[src/rtl/core/ihex_pkg.sv]
package ihex_pkg;

  // Record geometry
  localparam int REC_BYTES  = 16;
  localparam int LEN_W      = 8;
  localparam int COUNT_W    = 17;
  localparam int ADDR_W     = 16;
  localparam int CHAR_W     = 7;

  // Configuration port
  localparam int CFG_IDX_W  = 2;
  localparam logic [CFG_IDX_W-1:0] REG_BYTE_COUNT    = 2'd0;
  localparam logic [CFG_IDX_W-1:0] REG_START_ADDRESS = 2'd1;

  // Command queue between front and back
  localparam int FIFO_DEPTH = 4;
  localparam int FIFO_AW    = $clog2(FIFO_DEPTH);
  localparam int FIFO_CW    = $clog2(FIFO_DEPTH + 1);

  // Sum of the fixed bytes 02 00 00 04 of the address record
  localparam logic [7:0] ELA_SUM_BASE = 8'h06;

  // Characters used by the record text
  localparam logic [CHAR_W-1:0] CH_COLON = 7'h3A;
  localparam logic [CHAR_W-1:0] CH_CR    = 7'h0D;
  localparam logic [CHAR_W-1:0] CH_LF    = 7'h0A;
  localparam logic [CHAR_W-1:0] CH_ZERO  = 7'h30;
  localparam logic [CHAR_W-1:0] CH_ONE   = 7'h31;
  localparam logic [CHAR_W-1:0] CH_TWO   = 7'h32;
  localparam logic [CHAR_W-1:0] CH_FOUR  = 7'h34;
  localparam logic [CHAR_W-1:0] CH_F     = 7'h46;

  // Segment of the text for one byte
  typedef enum logic [2:0] {
    PH_ELA,
    PH_HDR,
    PH_DAT,
    PH_CLS,
    PH_END
  } ihex_phase_t;

  // Everything the back end needs to print the text of one byte
  typedef struct packed {
    logic              ela;
    logic [ADDR_W-1:0] start_addr;
    logic [7:0]        ela_ck;
    logic              open;
    logic [LEN_W-1:0]  len;
    logic [ADDR_W-1:0] addr;
    logic [7:0]        data;
    logic              close;
    logic [7:0]        rec_ck;
    logic              last;
  } ihex_cmd_t;

  typedef struct packed {
    logic full;
    logic empty;
  } ihex_fifo_st_t;

  // Upper-case hex digit for one nibble
  function automatic logic [CHAR_W-1:0] hex_char(input logic [3:0] nib);
    logic [CHAR_W-1:0] c;
    if (nib < 4'd10) begin
      c = CH_ZERO + {3'd0, nib};
    end else begin
      c = 7'h37 + {3'd0, nib};
    end
    return c;
  endfunction

endpackage

[src/rtl/core/ihex_front.sv]
module ihex_front (
  input  logic                           clk,
  input  logic                           rst_n,
  input  logic                           cfg_valid,
  input  logic [ihex_pkg::CFG_IDX_W-1:0] cfg_index,
  input  logic [ihex_pkg::COUNT_W-1:0]   cfg_data,
  input  logic                           in_fire,
  input  logic [7:0]                     in_data_byte,
  output ihex_pkg::ihex_cmd_t            cmd
);

  logic [ihex_pkg::COUNT_W-1:0] byte_count_r;
  logic [ihex_pkg::ADDR_W-1:0]  start_address_r;
  logic [ihex_pkg::COUNT_W-1:0] byte_offset_r, byte_offset_nxt;
  logic [7:0]                   running_sum_r, running_sum_nxt;
  logic [ihex_pkg::LEN_W-1:0]   record_length_r, record_length_nxt;
  logic [ihex_pkg::LEN_W-1:0]   rec_fill_r, rec_fill_nxt;

  logic [ihex_pkg::COUNT_W-1:0] cnt;
  logic [ihex_pkg::COUNT_W-1:0] rem;
  logic [ihex_pkg::COUNT_W:0]   off_inc;
  logic [ihex_pkg::LEN_W-1:0]   len;
  logic [ihex_pkg::LEN_W-1:0]   reclen_eff;
  logic [ihex_pkg::LEN_W:0]     fill_inc;
  logic [7:0]                   base_sum;
  logic [7:0]                   sum_new;
  logic                         open_rec;
  logic                         last;
  logic                         close;

  // Classify the incoming byte against the conversion state
  always_comb begin
    cnt      = (byte_count_r == '0) ? ihex_pkg::COUNT_W'(1) : byte_count_r;
    rem      = (cnt > byte_offset_r) ? (cnt - byte_offset_r) : ihex_pkg::COUNT_W'(1);
    len      = (rem < ihex_pkg::COUNT_W'(ihex_pkg::REC_BYTES)) ?
               rem[ihex_pkg::LEN_W-1:0] : ihex_pkg::LEN_W'(ihex_pkg::REC_BYTES);
    open_rec = (record_length_r == '0);
    off_inc  = {1'b0, byte_offset_r} + (ihex_pkg::COUNT_W+1)'(1);
    last     = (off_inc >= {1'b0, cnt});
    base_sum = len + byte_offset_r[15:8] + byte_offset_r[7:0];
    sum_new  = (open_rec ? base_sum : running_sum_r) + in_data_byte;
    reclen_eff = open_rec ? len : record_length_r;
    fill_inc = {1'b0, rec_fill_r} + (ihex_pkg::LEN_W+1)'(1);
    close    = (fill_inc >= {1'b0, reclen_eff}) || last;

    cmd.ela        = (byte_offset_r == '0);
    cmd.start_addr = start_address_r;
    cmd.ela_ck     = 8'd0 - (ihex_pkg::ELA_SUM_BASE + start_address_r[15:8]
                             + start_address_r[7:0]);
    cmd.open       = open_rec;
    cmd.len        = len;
    cmd.addr       = byte_offset_r[ihex_pkg::ADDR_W-1:0];
    cmd.data       = in_data_byte;
    cmd.close      = close;
    cmd.rec_ck     = 8'd0 - sum_new;
    cmd.last       = last;
  end

  // Advance the conversion state by one byte
  always_comb begin
    byte_offset_nxt   = last ? '0 : off_inc[ihex_pkg::COUNT_W-1:0];
    running_sum_nxt   = sum_new;
    record_length_nxt = close ? '0 : reclen_eff;
    rec_fill_nxt      = close ? '0 : fill_inc[ihex_pkg::LEN_W-1:0];
  end

  always_ff @(posedge clk) begin
    if (!rst_n) begin
      byte_count_r    <= ihex_pkg::COUNT_W'(1);
      start_address_r <= '0;
      byte_offset_r   <= '0;
      running_sum_r   <= '0;
      record_length_r <= '0;
      rec_fill_r      <= '0;
    end else begin
      if (cfg_valid) begin
        case (cfg_index)
          ihex_pkg::REG_BYTE_COUNT:    byte_count_r    <= cfg_data;
          ihex_pkg::REG_START_ADDRESS: start_address_r <= cfg_data[ihex_pkg::ADDR_W-1:0];
          default: ;
        endcase
      end
      if (in_fire) begin
        byte_offset_r   <= byte_offset_nxt;
        running_sum_r   <= running_sum_nxt;
        record_length_r <= record_length_nxt;
        rec_fill_r      <= rec_fill_nxt;
      end
    end
  end

endmodule

[src/rtl/core/ihex_cmd_fifo.sv]
module ihex_cmd_fifo (
  input  logic                   clk,
  input  logic                   rst_n,
  input  logic                   push,
  input  ihex_pkg::ihex_cmd_t    push_cmd,
  input  logic                   pop,
  output ihex_pkg::ihex_cmd_t    head,
  output ihex_pkg::ihex_fifo_st_t st
);

  ihex_pkg::ihex_cmd_t             mem [ihex_pkg::FIFO_DEPTH];
  logic [ihex_pkg::FIFO_AW-1:0]    wr_ptr_r, wr_ptr_nxt;
  logic [ihex_pkg::FIFO_AW-1:0]    rd_ptr_r, rd_ptr_nxt;
  logic [ihex_pkg::FIFO_CW-1:0]    cnt_r, cnt_nxt;

  always_comb begin
    st.full    = (cnt_r == ihex_pkg::FIFO_CW'(ihex_pkg::FIFO_DEPTH));
    st.empty   = (cnt_r == '0);
    head       = mem[rd_ptr_r];
    wr_ptr_nxt = wr_ptr_r + ihex_pkg::FIFO_AW'(1);
    rd_ptr_nxt = rd_ptr_r + ihex_pkg::FIFO_AW'(1);
    cnt_nxt    = cnt_r + ihex_pkg::FIFO_CW'(push) - ihex_pkg::FIFO_CW'(pop);
  end

  // Store pushed commands
  always_ff @(posedge clk) begin
    if (push) begin
      mem[wr_ptr_r] <= push_cmd;
    end
  end

  // Track pointers and fill level
  always_ff @(posedge clk) begin
    if (!rst_n) begin
      wr_ptr_r <= '0;
      rd_ptr_r <= '0;
      cnt_r    <= '0;
    end else begin
      if (push) begin
        wr_ptr_r <= wr_ptr_nxt;
      end
      if (pop) begin
        rd_ptr_r <= rd_ptr_nxt;
      end
      cnt_r <= cnt_nxt;
    end
  end

endmodule

[src/rtl/core/ihex_back.sv]
module ihex_back (
  input  logic                          clk,
  input  logic                          rst_n,
  input  ihex_pkg::ihex_cmd_t           head,
  input  logic                          head_valid,
  output logic                          pop,
  output logic                          out_valid,
  input  logic                          out_ready,
  output logic [ihex_pkg::CHAR_W-1:0]   out_char,
  output logic                          out_run_last
);

  logic                        busy_r, busy_nxt;
  ihex_pkg::ihex_phase_t       phase_r, phase_nxt;
  logic [4:0]                  idx_r, idx_nxt;
  logic                        out_valid_r, out_valid_nxt;
  logic [ihex_pkg::CHAR_W-1:0] out_char_r;
  logic                        out_last_r;

  ihex_pkg::ihex_phase_t       eff_phase;
  ihex_pkg::ihex_phase_t       next_phase;
  logic [4:0]                  eff_idx;
  logic [4:0]                  seg_last;
  logic                        has_next;
  logic                        at_end;
  logic                        load;
  logic                        fire;
  logic                        done;
  logic [ihex_pkg::CHAR_W-1:0] ch;

  // Pick up the segment in progress, or the first one of a fresh command
  always_comb begin
    if (busy_r) begin
      eff_phase = phase_r;
      eff_idx   = idx_r;
    end else begin
      eff_idx = '0;
      if (head.ela) begin
        eff_phase = ihex_pkg::PH_ELA;
      end else if (head.open) begin
        eff_phase = ihex_pkg::PH_HDR;
      end else begin
        eff_phase = ihex_pkg::PH_DAT;
      end
    end
  end

  // Segment length and successor
  always_comb begin
    has_next   = 1'b0;
    next_phase = ihex_pkg::PH_DAT;
    seg_last   = 5'd1;
    case (eff_phase)
      ihex_pkg::PH_ELA: begin
        seg_last   = 5'd16;
        has_next   = 1'b1;
        next_phase = head.open ? ihex_pkg::PH_HDR : ihex_pkg::PH_DAT;
      end
      ihex_pkg::PH_HDR: begin
        seg_last   = 5'd8;
        has_next   = 1'b1;
        next_phase = ihex_pkg::PH_DAT;
      end
      ihex_pkg::PH_DAT: begin
        seg_last   = 5'd1;
        has_next   = head.close || head.last;
        next_phase = head.close ? ihex_pkg::PH_CLS : ihex_pkg::PH_END;
      end
      ihex_pkg::PH_CLS: begin
        seg_last   = 5'd3;
        has_next   = head.last;
        next_phase = ihex_pkg::PH_END;
      end
      ihex_pkg::PH_END: begin
        seg_last   = 5'd10;
        has_next   = 1'b0;
      end
      default: ;
    endcase
    at_end = (eff_idx == seg_last);
    done   = at_end && !has_next;
  end

  // Next state of the character sequencer
  always_comb begin
    load          = !out_valid_r || out_ready;
    fire          = head_valid && load;
    pop           = fire && done;
    busy_nxt      = busy_r;
    phase_nxt     = phase_r;
    idx_nxt       = idx_r;
    out_valid_nxt = load ? fire : out_valid_r;
    if (fire) begin
      if (!at_end) begin
        busy_nxt  = 1'b1;
        phase_nxt = eff_phase;
        idx_nxt   = eff_idx + 5'd1;
      end else if (has_next) begin
        busy_nxt  = 1'b1;
        phase_nxt = next_phase;
        idx_nxt   = '0;
      end else begin
        busy_nxt  = 1'b0;
        idx_nxt   = '0;
      end
    end
  end

  // Character for the current position
  always_comb begin
    ch = ihex_pkg::CH_ZERO;
    case (eff_phase)
      ihex_pkg::PH_ELA: begin
        case (eff_idx)
          5'd0:  ch = ihex_pkg::CH_COLON;
          5'd2:  ch = ihex_pkg::CH_TWO;
          5'd8:  ch = ihex_pkg::CH_FOUR;
          5'd9:  ch = ihex_pkg::hex_char(head.start_addr[15:12]);
          5'd10: ch = ihex_pkg::hex_char(head.start_addr[11:8]);
          5'd11: ch = ihex_pkg::hex_char(head.start_addr[7:4]);
          5'd12: ch = ihex_pkg::hex_char(head.start_addr[3:0]);
          5'd13: ch = ihex_pkg::hex_char(head.ela_ck[7:4]);
          5'd14: ch = ihex_pkg::hex_char(head.ela_ck[3:0]);
          5'd15: ch = ihex_pkg::CH_CR;
          5'd16: ch = ihex_pkg::CH_LF;
          default: ch = ihex_pkg::CH_ZERO;
        endcase
      end
      ihex_pkg::PH_HDR: begin
        case (eff_idx)
          5'd0:  ch = ihex_pkg::CH_COLON;
          5'd1:  ch = ihex_pkg::hex_char(head.len[7:4]);
          5'd2:  ch = ihex_pkg::hex_char(head.len[3:0]);
          5'd3:  ch = ihex_pkg::hex_char(head.addr[15:12]);
          5'd4:  ch = ihex_pkg::hex_char(head.addr[11:8]);
          5'd5:  ch = ihex_pkg::hex_char(head.addr[7:4]);
          5'd6:  ch = ihex_pkg::hex_char(head.addr[3:0]);
          default: ch = ihex_pkg::CH_ZERO;
        endcase
      end
      ihex_pkg::PH_DAT: begin
        ch = (eff_idx == '0) ? ihex_pkg::hex_char(head.data[7:4]) :
                               ihex_pkg::hex_char(head.data[3:0]);
      end
      ihex_pkg::PH_CLS: begin
        case (eff_idx)
          5'd0:  ch = ihex_pkg::hex_char(head.rec_ck[7:4]);
          5'd1:  ch = ihex_pkg::hex_char(head.rec_ck[3:0]);
          5'd2:  ch = ihex_pkg::CH_CR;
          default: ch = ihex_pkg::CH_LF;
        endcase
      end
      ihex_pkg::PH_END: begin
        case (eff_idx)
          5'd0:  ch = ihex_pkg::CH_COLON;
          5'd8:  ch = ihex_pkg::CH_ONE;
          5'd9:  ch = ihex_pkg::CH_F;
          5'd10: ch = ihex_pkg::CH_F;
          default: ch = ihex_pkg::CH_ZERO;
        endcase
      end
      default: ch = ihex_pkg::CH_ZERO;
    endcase
  end

  always_ff @(posedge clk) begin
    if (!rst_n) begin
      busy_r      <= 1'b0;
      phase_r     <= ihex_pkg::PH_DAT;
      idx_r       <= '0;
      out_valid_r <= 1'b0;
    end else begin
      busy_r      <= busy_nxt;
      phase_r     <= phase_nxt;
      idx_r       <= idx_nxt;
      out_valid_r <= out_valid_nxt;
    end
  end

  // Output register: load on a free slot or a transfer
  always_ff @(posedge clk) begin
    if (fire) begin
      out_char_r <= ch;
      out_last_r <= done;
    end
  end

  assign out_valid    = out_valid_r;
  assign out_char     = out_char_r;
  assign out_run_last = out_last_r;

endmodule

[src/rtl/core/intel_hex_record_encoder_unit.sv]
// Intel HEX record encoder: one image byte in, its HEX text out, one character a cycle unless out_ready stalls it.
// When the queue is empty and the sequencer is idle, the command of a byte is registered
// in the command queue, and its first character then in the output register.
// The output register gives one character per cycle while out_ready is high; a byte
// yields 2 to 43 characters (2 for a plain data byte, about 2.8 on average with 16-byte records).
// A four-entry command queue lets input bytes run ahead of the character sequencer.
// Reset (rst_n low, synchronous): byte_count 1, start_address 0, no conversion open.
module intel_hex_record_encoder_unit (
  input  logic                           clk,
  input  logic                           rst_n,
  input  logic                           in_valid,
  output logic                           in_ready,
  input  logic [7:0]                     in_data_byte,
  output logic                           out_valid,
  input  logic                           out_ready,
  output logic [ihex_pkg::CHAR_W-1:0]    out_char,
  output logic                           out_run_last,
  input  logic                           cfg_valid,
  output logic                           cfg_ready,
  input  logic [ihex_pkg::CFG_IDX_W-1:0] cfg_index,
  input  logic [ihex_pkg::COUNT_W-1:0]   cfg_data
);

  ihex_pkg::ihex_cmd_t     front_cmd;
  ihex_pkg::ihex_cmd_t     head_cmd;
  ihex_pkg::ihex_fifo_st_t fifo_st;
  logic                    in_fire;
  logic                    cmd_pop;

  assign cfg_ready = 1'b1;
  assign in_ready  = !fifo_st.full;
  assign in_fire   = in_valid && in_ready;

  ihex_front u_front (
    .clk          (clk),
    .rst_n        (rst_n),
    .cfg_valid    (cfg_valid),
    .cfg_index    (cfg_index),
    .cfg_data     (cfg_data),
    .in_fire      (in_fire),
    .in_data_byte (in_data_byte),
    .cmd          (front_cmd)
  );

  ihex_cmd_fifo u_fifo (
    .clk      (clk),
    .rst_n    (rst_n),
    .push     (in_fire),
    .push_cmd (front_cmd),
    .pop      (cmd_pop),
    .head     (head_cmd),
    .st       (fifo_st)
  );

  ihex_back u_back (
    .clk          (clk),
    .rst_n        (rst_n),
    .head         (head_cmd),
    .head_valid   (!fifo_st.empty),
    .pop          (cmd_pop),
    .out_valid    (out_valid),
    .out_ready    (out_ready),
    .out_char     (out_char),
    .out_run_last (out_run_last)
  );

  // A command leaves the queue only when one is there
  a_pop_nonempty: assert property (@(posedge clk) disable iff (!rst_n)
    cmd_pop |-> !fifo_st.empty)
    else $error("command popped from empty queue");

  // Retiring a command puts its final character, flagged, into the output register
  a_pop_marks_last: assert property (@(posedge clk) disable iff (!rst_n)
    cmd_pop |=> (out_valid && out_run_last))
    else $error("retired command without flagged last character");

  // Output is empty right after reset
  a_reset_idle: assert property (@(posedge clk)
    !rst_n |=> !out_valid)
    else $error("output valid after reset");

endmodule

[config.mk]
export PLATFORM = sky130hd
export DESIGN_NAME = intel_hex_record_encoder_unit
export DESIGN_NICKNAME = d
export VERILOG_FILES = /design/src/rtl/core/ihex_pkg.sv /design/src/rtl/core/ihex_front.sv /design/src/rtl/core/ihex_cmd_fifo.sv /design/src/rtl/core/ihex_back.sv /design/src/rtl/core/intel_hex_record_encoder_unit.sv
export SDC_FILE = /design/constraint.sdc
export NUM_CORES = 1
export LEC_CHECK = 0
export BUFFER_PORTS_ARGS = -buffer_cell sky130_fd_sc_hd__buf_2
export CAP_MARGIN = 20
export CORE_ASPECT_RATIO = 0.75
export CORE_MARGIN = 2
export CORE_UTILIZATION = 35
export DETAILED_ROUTE_END_ITERATION = 10
export GPL_TIMING_DRIVEN = 0
export PLACE_DENSITY = 0.6
export SETUP_SLACK_MARGIN = 0.4
export SLEW_MARGIN = 20
export SYNTH_ARGS = -nofsm -noshare
export SYNTH_HDL_FRONTEND = slang
export SYNTH_SLANG_ARGS = --single-unit
[constraint.sdc]
create_clock -name clk -period 12.9 [get_ports clk]
set_clock_uncertainty 0.15 [all_clocks]
set_input_delay 1.29 -clock clk [delete_from_list [all_inputs] [get_ports clk]]
set_output_delay 1.29 -clock clk [all_outputs]
set_load 0.01 [all_outputs]
# After elaboration in Yosys (flattened, before gate mapping)
# Memories as Yosys holds them, arrays and structs flattened. A register that Yosys moved wholly into a read port is not among the register bits.
# Index checks and enable logic that the tools add are counted.
[word_totals] n_memories=1 ram_bits=272 output_inout_bits=11 wordCells=176 reg_bits=99 inputBits=32
[mem_list] memory="u_fifo.mem" words=4 width=68 rd=1 rd_ports_with_merged_regs=1 wr=1 line="ihex_cmd_fifo.sv:11" rtl="ihex_pkg::ihex_cmd_t mem [ihex_pkg::FIFO_DEPTH];"
[op_classes] reduce_logical=23 n_eq_ne=23 n_lt_le_gt_ge=20 mux=47 n_addsub=47
[ops] cell="$add A6 B4 Y7 const A" count=32
[ops] cell="$mux W7" count=17
[ops] cell="$pmux W7 S11" count=1
[ops] cell="$lt A4 B4 Y1 const B" count=16
[ops] cell="$mux W17" count=3
[ops] cell="$pmux W7 S7" count=1
[ops] cell="$pmux W7 S3" count=2
[ops] cell="$eq A5 B4 Y1 const B" count=8
[ops] cell="$mux W8" count=5
[ops] cell="$pmux W7 S5" count=1
[ops] cell="$logic_not A17 Y1" count=2
[ops] cell="$add A8 B8 Y8" count=4
[ops] cell="$pmux W5 S4" count=1
[ops] cell="$add A17 B1 Y18 const B" count=1
[ops] cell="$ge A18 B17 Y1" count=1
[ops] cell="$gt A17 B17 Y1" count=1
[ops] cell="$lt A17 B5 Y1 const B" count=1
[ops] cell="$sub A17 B17 Y17" count=1
[ops] cell="$sub A1 B8 Y8 const A" count=2
[ops] cell="$eq A5 B3 Y1 const B" count=3
[ops] cell="$mux W3" count=5
[ops] cell="$eq A5 B2 Y1 const B" count=2
[ops] cell="$mux W5" count=2
[ops] cell="$add A8 B1 Y9 const B" count=1
[ops] cell="other kinds (27)" count=47

# Logic depth before layout (Yosys ltp)
[depth] ltp_word=11 mapped_depth=30 mapped_depth_nobuf=30

# Modules after synthesis
# A second synthesis with hierarchy kept.
[unflattened] hier_cells=1751 hier_area_um2=20154.3
[by_module_without_submodules] module="ihex_cmd_fifo" area_each_um2=10278.6 cells_each=399 n_inst=1 seq_area_each_um2=8348.0
[by_module_without_submodules] module="ihex_front" area_each_um2=6471.2 cells_each=853 n_inst=1 seq_area_each_um2=1481.4
[by_module_without_submodules] module="ihex_back" area_each_um2=3379.5 cells_each=494 n_inst=1 seq_area_each_um2=440.4
[by_module_without_submodules] module="intel_hex_record_encoder_unit" area_each_um2=25.0 cells_each=5 n_inst=1 seq_area_each_um2=0.0

# Worst setup path before layout
# No wires, ideal clock.
[synth_path] path_type="register to register" from="register u_front.byte_count_r[2] in the netlist's numbering" to="memory u_fifo.mem[0][8] in the netlist's numbering, data pin" t_arrival_ps=5990 path_stages_with_launch=30 required_ps=12474 period_less_slack_ps=6416 setup_slack_ps=6484 setup_ps=276 n_path_buf=0 path_cell_list="dfxtp_1 > inv_1 > nand4_1 > nor3_1 > a31o_2 > inv_1 > ha_1 > fa_1 > nor2b_4 > a221o_1 > mux2_4 > o311ai_4 > nand3_2 > nor4_4 > nand3_2 > or2_1 > fa_1 > inv_1 > ha_1 > fa_1 > a21o_1 > a21oi_1 > xnor2_1 > o21ai_0 > ha_1 > o21a_1 > a21o_1 > a21oi_1 > xor2_1 > xnor2_1"
[synth_lines] item="from (decl)" line="ihex_front.sv:12" rtl="logic [ihex_pkg::COUNT_W-1:0] byte_count_r;"
[synth_lines] item="from (signal assigned)" line="ihex_front.sv:69" rtl="byte_count_r <= ihex_pkg::COUNT_W'(1);"
[synth_lines] item="from (signal assigned)" line="ihex_front.sv:78" rtl="ihex_pkg::REG_BYTE_COUNT: byte_count_r <= cfg_data;"
[synth_lines] item="to (decl)" line="ihex_cmd_fifo.sv:11"

==> results list <==
* Chip Height: 211 um
- Routability-driven placement finished with a final weighted congestion of 0.934.
* Hold Startpoint: u_front.running_sum_r[0]$_SDFFE_PN0P_
* Synthesized-area fraction occupied by and/or/nand/nor cells: 0.127
* Synth async-reset ratio: 0
- R2R setup slack: 5.11 ns
* Power per standard cell area: 168 nW/um^2
- For this run, the register share of the synthesized area comes to 0.516.
* Worst endpoint data arrival time: 7.92 ns
- Initial antenna violation count: 1
* Post-synthesis cell count: 1,765
- The via count of the first global-routing pass came to 13,982.
- The share of total power dissipated in the clock network is 0.281.
- Proportion of layout cells with a drive suffix above 1: 0.121
* Worst skew pair latency: 0.54 ns
* Crit Reg-Reg Startpoint: u_front.byte_count_r[2]$_SDFFE_PN0P_
- Width of the die: 279 um
- Among all stages on the critical path, the largest delay is contributed by sky130_fd_sc_hd__fa_1.
- Logic pwr share: 0.305
* Buffers on Ports: 41
- Detailed Route WL: 55,900 um
- Syn. warnings: 0
- Maximum fanout along the worst path: 8
- Area growth, synth to finish: 12.2%
- Number of violations of the max-capacitance limit: 0
* Maximum clock path buffer count: 3
* Count of hold buffers inserted by post-cts repair: 0
- Post-Syn Area per Cell: 11.3 um^2
- Worst Max-Slew Pin Slew: 1.01 ns
- Static timing analysis puts the maximum clock frequency at 128 MHz.
- Part of the cycle the worst path needs: 0.604
- Unrepaired setup endpoints after global routing: no
- The share of total power dissipated in sequential elements is 0.415.
- The die covers 58,800 um^2.
- In this run the static leakage power is 0.00797 uW.
- Count of unique library cells instantiated by Yosys: 93
- The detailed router finished its first iteration with 1,379 violations.
- Area fraction in compound gates after synthesis: 0.122
* Final setup violating endpoints: 0
- Global routing usage summed across all routing layers: 0.190
- Pin placement for this block handled 43 I/O pins.
* Worst hold margin: 0.308 ns
- Post-synthesis xor/xnor area fraction: 0.0356
- The number of setup buffers added after CTS is 0.
- Yosys top cell area share: 0.422
- First-pass GRT wire length: 85,200 um
- Synth area leader: sky130_fd_sc_hd__edfxtp_1
- In the routed layout, each cell is associated on average with a via count of 5.53.
- Number of fill cells in the layout: 5,381
* Detailed-route DRC error count: 0
- Average wire length per cell after detail routing: 21.3 um
* CTS H-tree lvls: 2
* Nets: 2,006
* Headroom to the max-slew limit: 0.329
* Final design utilization: 0.398
* Adder-cell area share of the yosys netlist: 0.0754
* CTS-repair resized insts: 0
- Buffer type at the clock tree root: sky130_fd_sc_hd__clkbuf_16
- Net switching fraction of the power: 0.337
* Post-detailed-route count of antenna-violating nets: 0
* Half-perimeter wire length after detailed placement: 42,200 um
- TritonCTS built the clock tree.
- Final hold violation count: 0
- In this run the cell area of the synthesized design comes to 19,900 um^2.
- The count of pins over their slew limit came to 0.
* Peak supply drop: 0.0000851 V
* Crit end category: flip-flop
- First-pass iteration count of the detailed router: 7
- Dominant combinational cell family by area after synthesis: simple AND/OR/NAND/NOR gates
- The path class of the tightest hold or removal check is flip-flop to flip-flop.
- Counting flops and latches in the post-synthesis netlist gives 373.
- Commonest cells in the synthesized netlist: sky130_fd_sc_hd__edfxtp_1 (280), sky130_fd_sc_hd__nand2_1 (217), sky130_fd_sc_hd__a21oi_1 (140)
- Area contributors post-synth: sky130_fd_sc_hd__edfxtp_1 (42%), sky130_fd_sc_hd__dfxtp_1 (9.4%), sky130_fd_sc_hd__mux4_2 (7.5%), sky130_fd_sc_hd__ha_1 (6.3%), sky130_fd_sc_hd__nand2_1 (4.1%)
* Library cell with the highest instance count after synthesis: sky130_fd_sc_hd__edfxtp_1
* Total grt overflow: 0
- Critical path startpoint category: flip-flop
- Net Sw Power: 1270 uW
- The internal power of the cells totals 2500 uW.
- In this run, synthesis inferred 280 flip-flops with an integrated enable.
- Entering global routing, the biggest net connects 36 pins.
- Multiplexer share of the synthesized area: 0.0802
- Total power of the final layout: 3760 uW
- In the final timing run, aggregate negative setup slack is 0 ns.
* Crit path required time: 13.03 ns
- Crit path largest cell delay: 0.50 ns
* Clock buffer count from CTS: 37
* Primary flip-flop cell chosen by synthesis mapping: sky130_fd_sc_hd__edfxtp_1
- The initial utilization of the core area, before any placement, comes to 0.355.
- Routed vias: 14,499
- Clock Sinks: 373
- After clock tree synthesis, the clock-pin slew on the worst setup and hold paths is 0.06 ns.
- Crit path time final: 7.79 ns
- Run status: finished clean
* Core area: 56,100 um^2
- Critical Path Source: u_front.byte_count_r[2]$_SDFFE_PN0P_
- Row cnt: 75
* Critical path class: flip-flop to flip-flop
## kinds of logic (layout without fill, tap and decap cells)
kind of cell,Yosys count,after routing
xor+xnor,81,81
other cells,2,16
flops,373,373
fa+ha+maj,113,113
buf+inv,220,331
mux,76,76
compound gates,380,380
simple gates,520,520
## sequential cells by signal, summed over array words and instances, names as in the netlist, 3 cells and up, named ones only
signal / cells
u_back.idx_r: 5
u_back.out_char: 7
u_back.phase_r: 3
u_fifo.cnt_r: 3
u_fifo.mem: 272
u_front.byte_count_r: 17
u_front.byte_offset_r: 17
u_front.rec_fill_r: 8
u_front.record_length_r: 8
u_front.running_sum_r: 8
u_front.start_address_r: 16
## placed cells by master (no fill, tap or decap), types with 59 or more instances in the layout
cell                       count
sky130_fd_sc_hd__inv_1       133
sky130_fd_sc_hd__edfxtp_1    280
sky130_fd_sc_hd__nor2_1       91
sky130_fd_sc_hd__o21ai_0      61
sky130_fd_sc_hd__xnor2_1      59
sky130_fd_sc_hd__mux4_2       66
sky130_fd_sc_hd__ha_1        100
sky130_fd_sc_hd__a21oi_1     140
sky130_fd_sc_hd__clkbuf_1     65
sky130_fd_sc_hd__dfxtp_1      93
sky130_fd_sc_hd__nand2_1     217
## power groups by stage
| stage | Combinational, uW | Sequential (uW) | Clock (uW) |
|---|---|---|---|
| final | 1150 | 1560 | 1060 |
| after floorplan | 763 | 1580 | 0 |
| after detailed placement | 1130 | 1590 | 0 |
| after global placement | 1100 | 1590 | 0 |
| after global routing | 1260 | 1570 | 1120 |
| after CTS | 1140 | 1560 | 1080 |
## final cells by class
class                      instances  area (um^2)  share of cell area
multi-input combinational       1185         8830               0.395
sequential                       373        10300               0.460
clock inverter                    19          161             0.00722
clock buffer                      47         1000              0.0450
timing repair buffer              45          285              0.0128
antenna                            1         2.50            0.000112
inverter                         135          507              0.0227
tap                              731          915              0.0409
buffer                            85          367              0.0164
## layer usage
layer / vias to the layer above / share of wire / global-route usage
met1: 7198 / 0.49 / 0.297
met4: 0 / 0.011 / 0.0277
met5: - / 0 / 0
met3: 53 / 0.093 / 0.0444
li1: 6701 / - / -
met2: 547 / 0.41 / 0.271
## worst max-delay path, delay by kind of cell (launching register included)
| kind | cells | cell delay, ns |
|---|---|---|
| flip-flops | 1 | 0.40 |
| AO/OA/AOI/OAI | 10 | 2.23 |
| AND/OR/NAND/NOR | 6 | 1.50 |
| XOR/XNOR | 4 | 0.89 |
| adder cells (fa/ha/maj) | 6 | 2.10 |
| buffers and inverters | 3 | 0.27 |
## metrics by stage
step	area, um^2	worst slack, ns	cells
2_1_floorplan	20000	6.48	1778
3_3_place_gp	21100	5.30	2550
3_5_place_dp	21200	5.21	2554
4_1_cts	22300	5.15	2620
5_1_grt	22300	4.64	2620
6_report	22300	5.11	2621
## path summary, 6_finish.rpt
path,end,cells after the start
worst max-delay path,u_fifo.mem[2][8]$_DFFE_PP_,29
worst min-delay path,u_front.running_sum_r[0]$_SDFFE_PN0P_,2
worst min register to register,u_front.running_sum_r[0]$_SDFFE_PN0P_,2
worst max register to register,u_fifo.mem[2][8]$_DFFE_PP_,29
Power figures use the tool's default switching activity.
